`src/rtl/spqvs_pkg.sv`:
```
// Shared types, constants and divider helpers for the sprite quad vertex setup.
// Used by spqvs_tile_uv and sprite_quad_vertex_setup; no dependencies.
package spqvs_pkg;

  localparam int IN_TDATA_W   = 152;
  localparam int OUT_TDATA_W  = 128;
  localparam int CORNER_COUNT = 4;
  localparam int PIPE_DEPTH   = 8;

  localparam logic        MODE_FLIP = 1'b0;
  localparam logic        MODE_TILE = 1'b1;
  localparam logic        CFG_SCALE_X = 1'b0;
  localparam logic        CFG_SCALE_Y = 1'b1;
  localparam logic [15:0] SCALE_ONE = 16'd4096;
  localparam logic [23:0] UV_ONE    = 24'd65536;
  localparam logic [23:0] UV_MAX    = 24'hFFFFFF;

  // restoring divider state: partial remainder and dividend/quotient shifter
  typedef struct packed {
    logic [6:0]  rem;
    logic [31:0] num;
  } div_st_t;

  typedef struct packed {
    logic        mode;
    logic [1:0]  corner;
    logic        flip_h;
    logic        flip_v;
    logic [6:0]  tiles_x;
    logic [6:0]  tiles_y;
    logic [11:0] tile_index;
  } uv_req_t;

  function automatic div_st_t div_step(div_st_t s, logic [6:0] d);
    logic [7:0] t;
    div_st_t    r;
    t     = {s.rem, s.num[31]};
    r.num = {s.num[30:0], 1'b0};
    if (t >= {1'b0, d}) begin
      r.rem    = 7'(t - {1'b0, d});
      r.num[0] = 1'b1;
    end else begin
      r.rem = t[6:0];
    end
    return r;
  endfunction

  // up to six steps per pipeline stage
  function automatic div_st_t div_steps(div_st_t s, logic [6:0] d, int n);
    div_st_t r;
    r = s;
    for (int i = 0; i < 6; i++) begin
      if (i < n) r = div_step(r, d);
    end
    return r;
  endfunction

endpackage

```
`src/rtl/spqvs_tile_uv.sv`:
```
// Texture coordinate pipeline: flip mode and atlas tile rectangle per corner.
// Eight stages advancing on adv; depends on spqvs_pkg.
module spqvs_tile_uv (
  input  logic              clk,
  input  logic              adv,
  input  spqvs_pkg::uv_req_t req,
  output logic [23:0]       tex_u,
  output logic [23:0]       tex_v
);

  spqvs_pkg::uv_req_t req_fx;
  spqvs_pkg::uv_req_t rq_r [1:7];
  spqvs_pkg::div_st_t a1_r, a2_r;
  spqvs_pkg::div_st_t u3_r, u4_r, u5_r, u6_r, u7_r;
  spqvs_pkg::div_st_t v3_r, v4_r, v5_r, v6_r, v7_r;
  spqvs_pkg::div_st_t a_init, u_init, v_init;
  logic [6:0]  nu;
  logic [12:0] nv;
  logic [23:0] u_nxt, v_nxt;
  logic [23:0] u_q;
  logic [29:0] v_q;

  always_comb begin
    req_fx = req;
    // zero tile count behaves as one
    if (req.tiles_x == 7'd0) req_fx.tiles_x = 7'd1;
    if (req.tiles_y == 7'd0) req_fx.tiles_y = 7'd1;
    a_init = '{rem: 7'd0, num: {req_fx.tile_index, 20'd0}};
    // col = remainder, row = quotient of tile_index / tiles_x
    nu = a2_r.rem + 7'(rq_r[2].corner[0]);
    nv = a2_r.num[12:0] + 13'(rq_r[2].corner[1]);
    u_init = '{rem: 7'd0, num: {nu, 16'd0, 9'd0}};
    v_init = '{rem: 7'd0, num: {nv, 16'd0, 3'd0}};
  end

  always_ff @(posedge clk) begin
    if (adv) begin
      rq_r[1] <= req_fx;
      for (int i = 2; i <= 7; i++) rq_r[i] <= rq_r[i-1];
      a1_r <= spqvs_pkg::div_steps(a_init, req_fx.tiles_x, 6);
      a2_r <= spqvs_pkg::div_steps(a1_r, rq_r[1].tiles_x, 6);
      u3_r <= spqvs_pkg::div_steps(u_init, rq_r[2].tiles_x, 6);
      v3_r <= spqvs_pkg::div_steps(v_init, rq_r[2].tiles_y, 6);
      u4_r <= spqvs_pkg::div_steps(u3_r, rq_r[3].tiles_x, 6);
      v4_r <= spqvs_pkg::div_steps(v3_r, rq_r[3].tiles_y, 6);
      u5_r <= spqvs_pkg::div_steps(u4_r, rq_r[4].tiles_x, 6);
      v5_r <= spqvs_pkg::div_steps(v4_r, rq_r[4].tiles_y, 6);
      u6_r <= spqvs_pkg::div_steps(u5_r, rq_r[5].tiles_x, 5);
      v6_r <= spqvs_pkg::div_steps(v5_r, rq_r[5].tiles_y, 6);
      u7_r <= u6_r;
      v7_r <= spqvs_pkg::div_steps(v6_r, rq_r[6].tiles_y, 5);
      tex_u <= u_nxt;
      tex_v <= v_nxt;
    end
  end

  // round to nearest: bump the quotient when twice the remainder reaches the divisor
  always_comb begin
    u_q = {1'b0, u7_r.num[22:0]} + 24'({u7_r.rem, 1'b0} >= {1'b0, rq_r[7].tiles_x});
    v_q = {1'b0, v7_r.num[28:0]} + 30'({v7_r.rem, 1'b0} >= {1'b0, rq_r[7].tiles_y});
    if (rq_r[7].mode == spqvs_pkg::MODE_TILE) begin
      u_nxt = u_q;
      v_nxt = (v_q > 30'(spqvs_pkg::UV_MAX)) ? spqvs_pkg::UV_MAX : v_q[23:0];
    end else begin
      u_nxt = (rq_r[7].corner[0] ^ rq_r[7].flip_h) ? spqvs_pkg::UV_ONE : 24'd0;
      v_nxt = (rq_r[7].corner[1] ^ rq_r[7].flip_v) ? spqvs_pkg::UV_ONE : 24'd0;
    end
  end

endmodule

```
`config.mk`:
```
export PLATFORM = sky130hd
export DESIGN_NAME = spqvs_tile_uv
export DESIGN_NICKNAME = d
export VERILOG_FILES = /design/src/rtl/spqvs_pkg.sv /design/src/rtl/spqvs_tile_uv.sv
export SDC_FILE = /design/constraint.sdc
export NUM_CORES = 1
export LEC_CHECK = 0
export BUFFER_PORTS_ARGS = -buffer_cell sky130_fd_sc_hd__buf_2
export CAP_MARGIN = 20
export CORE_MARGIN = 3
export CORE_UTILIZATION = 30
export DETAILED_ROUTE_END_ITERATION = 12
export GPL_TIMING_DRIVEN = 0
export PLACE_DENSITY = 0.5
export SYNTH_ARGS = -nofsm -noshare
export SYNTH_HDL_FRONTEND = slang
export SYNTH_SLANG_ARGS = --single-unit
```
`constraint.sdc`:
```
create_clock -name clk -period 36.8 [get_ports clk]
set_input_delay 1.84 -clock clk [delete_from_list [all_inputs] [get_ports clk]]
set_output_delay 1.84 -clock clk [all_outputs]
set_load 0.01 [all_outputs]
```
**Word level (Yosys, flattened, before mapping)**

Memory sizes are Yosys's and may differ from the RTL's.
Index checks and enable logic that the tools add are counted.

- Eq/ne operators: 0
- Add/subtract/negate cells: 68
- Muxes and demuxes: 190
- Shift operators: 0
- Div/mod/pow operators: 0
- Multiply operators: 0
- $lt $le $gt $ge: 67
- Reduce and logical (&&, ||, !) cells: 2
- Bitwise gates (word level): 2

Operators with widths:

| cell | count |
|---|---|
| 39-bit two-way mux | 53 |
| 8-bit by 7-bit >= comparator with 1-bit output | 63 |
| 7-bit two-way mux | 66 |
| 7-bit subtractor | 61 |
| 24-bit two-way mux | 3 |
| 1-bit two-way mux | 66 |
| 17-bit two-way mux | 2 |
| 29-bit by 1-bit adder with 30-bit output | 1 |
| 30-bit by 24-bit > comparator with 1-bit output, second input constant | 1 |
| 23-bit by 1-bit adder with 24-bit output | 1 |
| 1-bit by 7-bit >= comparator with 1-bit output | 3 |
| 1-bit by 7-bit subtractor with 7-bit output | 3 |
| 7-bit zero test | 2 |
| 13-bit by 1-bit adder with 13-bit output | 1 |
| 7-bit by 1-bit adder with 7-bit output | 1 |
| 1-bit bitwise XOR | 2 |

- Memory bits (read-only): 0
- Memories: 1
- Bits in writable memories: 217
- Latch bits: 0
- Flip-flop bits (word level): 476
- Bits of input ports: 33

Memory list:

| memory | words | width | read ports | clocked after Yosys merged registers in | wr ports | line | source |
|---|---|---|---|---|---|---|---|
| rq_r | 7 | 31 | 7 | 0 | 7 | spqvs_tile_uv.sv:12 | `spqvs_pkg::uv_req_t rq_r [1:7];` |

**Logic depth before layout (Yosys ltp)**

Gate-level depths: netlist (run 1).

- Word-level depth: 19
- Mapped depth: 63
- Gate-level depth less buffers: 60

**Worst setup path before layout (run 1)**

Ideal clock, no wire load.

- Path type: input port to flip-flop
- From: input req[22] (netlist bit)
- To: register a1_r[34] (netlist bit) (data pin)
- Buffers on the path: 0
- Required time: 36.540 ns
- Slack: 24.709 ns
- Arrival time: 11.831 ns
- Stages on the path: 52
- Cell sequence: nor4_1 nand2_1 nand2b_1 ha_1 inv_1 ha_1 and2_1 ha_1 nor2b_1 o21ai_0 a21oi_1 o31ai_1 nand2_1 o21ai_0 fa_1 nor2b_1 o21ai_0 a21oi_1 [16 not listed] a21boi_0 o21ai_0 o211ai_1 a21oi_1 o41a_1 o21a_1 inv_1 mux2_2 fa_1 nor2b_1 o21ai_0 nand2b_1 a21o_1 a21oi_1 o21ai_0 a21oi_1 o211ai_2 mux2_2

RTL lines:

| element | line | source |
|---|---|---|
| start: declaration | spqvs_tile_uv.sv:6 | `input spqvs_pkg::uv_req_t req,` |
| end signal: assignment | spqvs_tile_uv.sv:40 | `a1_r <= spqvs_pkg::div_steps(a_init, req_fx.tiles_x, 6);` |
| end: declaration | spqvs_tile_uv.sv:13 | `spqvs_pkg::div_st_t a1_r, a2_r;` |

==> qor.txt, run 1 <==
status: finished clean
hold bufs inserted after CTS: 0
max_cap viols: 0
drt drc: 0
WL per Instance: 15.78 um
RSZ-0062 raised after global routing: false
die area: 128700 sq um
fraction of registers with async set/reset: 0%
Clock Tree Buf Depth: 3
synthesized instance count: 3629
Post CTS Setup Buffer Count: 0
Fin. Hold Viols: 0
layout cells sized above 1: 10.40%
Yosys warning count: 0
CP required: 37.17 ns
post-synthesis sequential area ratio: 37.72%
final setup violation count: 0
area delta synth->final: 11.92%
maximum clock rate: 0.06889 GHz
Clk Latency, worst-skew pair: 0.63 ns
total grt overflow: 0
vias in the first global route: 26270
CTS resizes: 0
commonest cells after routing, fill and taps aside: 469 x edfxtp_1, 427 x ha_1, 286 x inv_1, 256 x nor2_1, 201 x a21oi_1
Max Clock Skew: 0.01186 ns
Die H: 358.8 um
Die Wd: 358.8 um
clock sinks: 469
most common cell after layout, fill and taps aside: edfxtp_1
Placeable Area: 122700 sq um
Via Count: 26790
WP buf/inv: 6
CTS tree: built
largest net degree at the start of global routing: 125
Rel. slew slack: 16.62%
PortBufs: 80
layout net count: 4267
Initial Util: 30.43%
CTS H-tree lvls: 2
worst min path class: register to register
CP Capture Type: register
multi-input logic area: 21890 sq um
Fin Setup TNS: 0 ns
period utilization: 39.44%
Worst-path clk slew: 0.06 ns
CP Launch Type: register
CP Data Arrival Time: 14.89 ns
Routed Antenna Nets: 0
cell family with most CP delay: compound AO/OA/AOI/OAI gates
Top-Level Pins: 81
GRT Resource Usage Total: 13.30%
CP Class: register to register
CTS buffer count: 57
Avg Cell Area, Syn: 10.29 sq um
Yosys cell types: 98
initial antenna violation count: 1
fill count: 12490
Detailed Route WL: 85850 um
Post-Syn Area: 37340 sq um
DR iter-0 viols: 1515
CP max stage delay: 0.59 ns
Core Rows: 128
final worst path period need: 14.51 ns
CP Max Fanout: 10
diode count: 0
worst-margin pin slew: 1.251 ns
most frequent cell on the critical path: a21o_1
cell count after placement: 5338
total area of sequential cells: 14080 sq um
Synth Register Bits: 469
RePlAce Congestion: 0.8138
Slew Viols, Final: 0
HPWL after DPL: 65770 um
root buffer cell: clkbuf_16
Vias/cell: 4.923
first-pass GRT wire length: 139600 um
Final Non-Filler Cells: 5442
Pre-antenna DRT Iters: 5
slowest CP cell: a221oi_4
Main synth FF type: edfxtp_1
Post-synth EDFFs: 469
Syn Nets: 4124
==> worst reg2reg max path, delay by kind of cell, from the launching register on <==
family,cells,cell delay (ns)
fa+ha+maj,6,2.08
flops,1,0.51
simple gates,8,1.52
compound gates,26,5.82
mux,6,2.13
buf+inv,6,2.22
==> cell families (layout without fill, tap and decap cells) <==
| family | count (synthesis) | in the layout | share of synthesized area (%) |
|---|---|---|---|
| DFF | 469 | 469 | 37.72 |
| adders and majority gates | 462 | 462 | 16.19 |
| muxes | 237 | 237 | 6.934 |
| buffers and inverters | 356 | 544 | 3.639 |
| AOI/OAI and AO/OA | 912 | 912 | 16.50 |
| xor gates and xnor gates | 278 | 278 | 6.521 |
| and+or+nand+nor | 915 | 915 | 12.50 |
==> flip-flops by register name, summed over array words and instances (netlist names) <==
| register | flops |
|---|---|
| rq_r | 134 |
| v7_r | 36 |
| v6_r | 31 |
| u6_r | 30 |
| u7_r | 30 |
| u5_r | 25 |
| v5_r | 25 |
| tex_u | 24 |
| tex_v | 24 |
| v3_r | 20 |
| v4_r | 20 |
| a2_r | 19 |
| u4_r | 19 |
| a1_r | 18 |
| u3_r | 14 |
==> routing by layer <==
layer	part of all wire, %	GRT usage (%)
met5	0	0
met1	50	18.82
met2	45	21.68
met3	2.9	1.461
met4	1.9	3.232
==> cells in the mapped netlist (12+ instances only) <==
cell	number	share of area, %
edfxtp_1	469	38
ha_1	427	14
inv_1	286	2.9
nor2_1	256	2.6
a21oi_1	201	2.7
o21ai_0	199	2.7
xnor2_1	176	4.1
mux2_2	162	4.9
nand2_1	153	1.5
a21o_1	118	2.4
xor2_1	102	2.4
nor2b_1	83	1.4
nor3_1	72	0.97
o21a_1	72	1.4
mux2i_1	71	1.9
nand2b_1	64	1.1
nand3_1	63	0.84
and2_1	52	0.87
clkbuf_1	51	0.51
o21bai_1	44	0.88
nand4_1	39	0.65
a211oi_1	37	0.74
and3_1	37	0.62
a21boi_0	36	0.72
fa_1	35	1.9
or3_1	22	0.37
o211ai_1	20	0.40
o31ai_1	18	0.36
or2_2	17	0.28
and4_1	15	0.35
a221o_1	12	0.32
==> path summary, 6_finish.rpt <==
path / to / start / slack, ns / depth (start not counted)
setup reg to reg: u5_r[34] / rq_r[0][143] / 22.29 / 52
setup / recovery: u5_r[34] / rq_r[0][143] / 22.29 / 52
hold reg to reg: a2_r[7] / a1_r[1] / 0.41 / 0
hold / removal: a2_r[7] / a1_r[1] / 0.41 / 0
==> stage by stage <==
| stage | utilization, % | setup slack [ns] | area (sq um) | hold WS (ns) |
|---|---|---|---|---|
| 2_1_floorplan | - | 24.71 | 37340 | 0.4003 |
| 3_3_place_gp | 32.42 | 22.29 | 39770 | 0.4003 |
| 3_5_place_dp | 32.52 | 22.24 | 39890 | 0.4045 |
| 4_1_cts | 34.06 | 22.19 | 41790 | 0.4134 |
| 5_1_grt | 34.06 | 20.76 | 41790 | 0.4187 |
| 6_report | 34.06 | 22.29 | 41790 | 0.4125 |
==> cell type report <==
type | count | area share (%)
Timing Repair Buffer | 84 | 1.246
Clock buffer | 66 | 3.545
Sequential cell | 469 | 33.70
Buffer | 63 | 0.6198
Multi-Input combinational cell | 2804 | 52.39
Inverter | 293 | 2.632
Tap cell | 1625 | 4.866
Clock inverter | 38 | 0.9941
Power of run 1 is left out: the tool's default activity adds up to more than one toggle a clock period on the data nets, which glitch-free logic cannot reach.
==> run 2: changes to the inputs <==
- PLACE_DENSITY: 0.5 -> 0.52
- clock period: 36.8 -> 11.73 ns (I/O delays scaled with it)
==> run 2 against run 1 <==
Compared with the run above:
- die area did not move
- core utilization rose by 3.0 points
- register-to-register slack got worse by 22 ns
- count of clock-buffer cells in the layout fell by 6
- critical path depth rose by 4
- clock skew rose by 0.0090 ns
- critical endpoint is now v5_r[37]
- highest routed layer unchanged
==> qor.txt, run 2 (synthesis gave the netlist of run 1 again) <==
maximum clock rate: 0.08845 GHz
DR iter-0 viols: 1375
status: finished clean
WL per Instance: 15.75 um
Fin Setup TNS: 0 ns
Routed Antenna Nets: 0
CP Capture Type: register
total grt overflow: 0
commonest cells after routing, fill and taps aside: 469 x edfxtp_1, 382 x ha_1, 252 x inv_1, 243 x nor2_1, 226 x buf_4
Core Rows: 128
max FFs per register: 134
CP Class: register to register
period utilization: 96.38%
worst min path class: input port to register
Critical Path Start: v4_r[31]
PortBufs: 80
RePlAce Congestion: 0.8297
Detailed Route WL: 89280 um
vias in the first global route: 26910
layout cells sized above 1: 23.33%
layout net count: 4490
GRT Resource Usage Total: 13.42%
Fin. Hold Viols: 0
Largest regs: rq_r x134, v7_r x36, v6_r x31
Worst R2R Start: v4_r[31]
hold wc startpoint: req[1]
largest net degree at the start of global routing: 131
CTS H-tree lvls: 2
worst-margin pin slew: 0.9657 ns
CTS buffer count: 56
drt drc: 0
root buffer cell: clkbuf_16
Slew Viols, Final: 0
Initial Util: 30.43%
first-pass GRT wire length: 141900 um
multi-input logic area: 23600 sq um
CP Launch Type: register
most frequent cell on the critical path: o21a_1
Worst-path clk slew: 0.06 ns
clock sinks: 469
Top-Level Pins: 81
CP max stage delay: 0.42 ns
fill count: 12210
Pre-antenna DRT Iters: 7
Clk Latency, worst-skew pair: 0.64 ns
CP Max Fanout: 10
area delta synth->final: 21.86%
HPWL after DPL: 65500 um
initial antenna violation count: 1
final worst path period need: 11.31 ns
Clock Tree Buf Depth: 3
CTS tree: built
CP Data Arrival Time: 11.70 ns
Via Count: 27960
register bank with the most flops: rq_r
CP required: 12.13 ns
Placeable Area: 122700 sq um
Vias/cell: 4.934
slowest CP cell: edfxtp_1
Rel. slew slack: 35.62%
Max Clock Skew: 0.02091 ns
Die Wd: 358.8 um
die area: 128700 sq um
max_cap viols: 0
total area of sequential cells: 14080 sq um
most common cell after layout, fill and taps aside: edfxtp_1
final setup violation count: 0
Die H: 358.8 um
[run 2: worst max-delay path, delay by kind of cell (launching register included)]
kind | cells | cell delay [ns]
AOI/OAI and AO/OA | 27 | 5.32
and+or+nand+nor | 10 | 1.17
adders and majority gates | 8 | 2.09
DFF | 1 | 0.42
buffers and inverters | 7 | 0.80
muxes | 4 | 1.23
[run 2: worst paths after layout]
check	endpoint	slack, ns	cells past startpoint
worst max register to register	v5_r[37]	0.42	56
worst min-delay path	a1_r[27]	0.12	1
worst max-delay path	v5_r[37]	0.42	56
worst min register to register	v6_r[20]	0.41	0
[run 2: what timing repair did]
item,4_1_cts,5_1_grt
resized for setup,191,308
hold buffers,0,0
cloned,1,3
endpoints found under the setup margin,74,88
buffers inserted,104,132
pin swaps,45,114
[run 2: layout make-up]
class | count | area share [%]
repair buffers | 323 | 5.198
well taps | 1625 | 4.469
diodes | 1 | 0.005500
clock inverters | 45 | 1.081
clock buffers | 60 | 3.113
multi-input cells | 2805 | 51.86
inverters | 293 | 2.599
plain buffers | 47 | 0.7178
flip-flops and latches | 469 | 30.95
[run 2: metal layers]
| layer | global-route usage [%] | share of wire, % | vias to the layer above |
|---|---|---|---|
| li1 | - | - | 14210 |
| met1 | 18.93 | 49 | 13280 |
| met2 | 21.73 | 46 | 390 |
| met3 | 1.750 | 3.5 | 88 |
| met4 | 3.232 | 1.8 | 0 |
| met5 | 0 | 0 | - |
[run 2: through the flow]
stage / utilization, % / std cells / setup WS [ns] / cell area (sq um) / hold WS [ns]
after global routing: 37.08 / 5667 / -0.1099 / 45490 / 0.07679
after floorplan: - / 3629 / 0.001952 / 37360 / 0.4003
final: 37.09 / 5668 / 0.4244 / 45500 / 0.1200
after detailed placement: 32.54 / 5338 / -2.611 / 39920 / 0.4045
after CTS: 35.28 / 5537 / 0.0003819 / 43290 / 0.05310
after global placement: 32.44 / 5334 / -2.685 / 39800 / 0.4004
Power of run 2 is left out for the same reason.
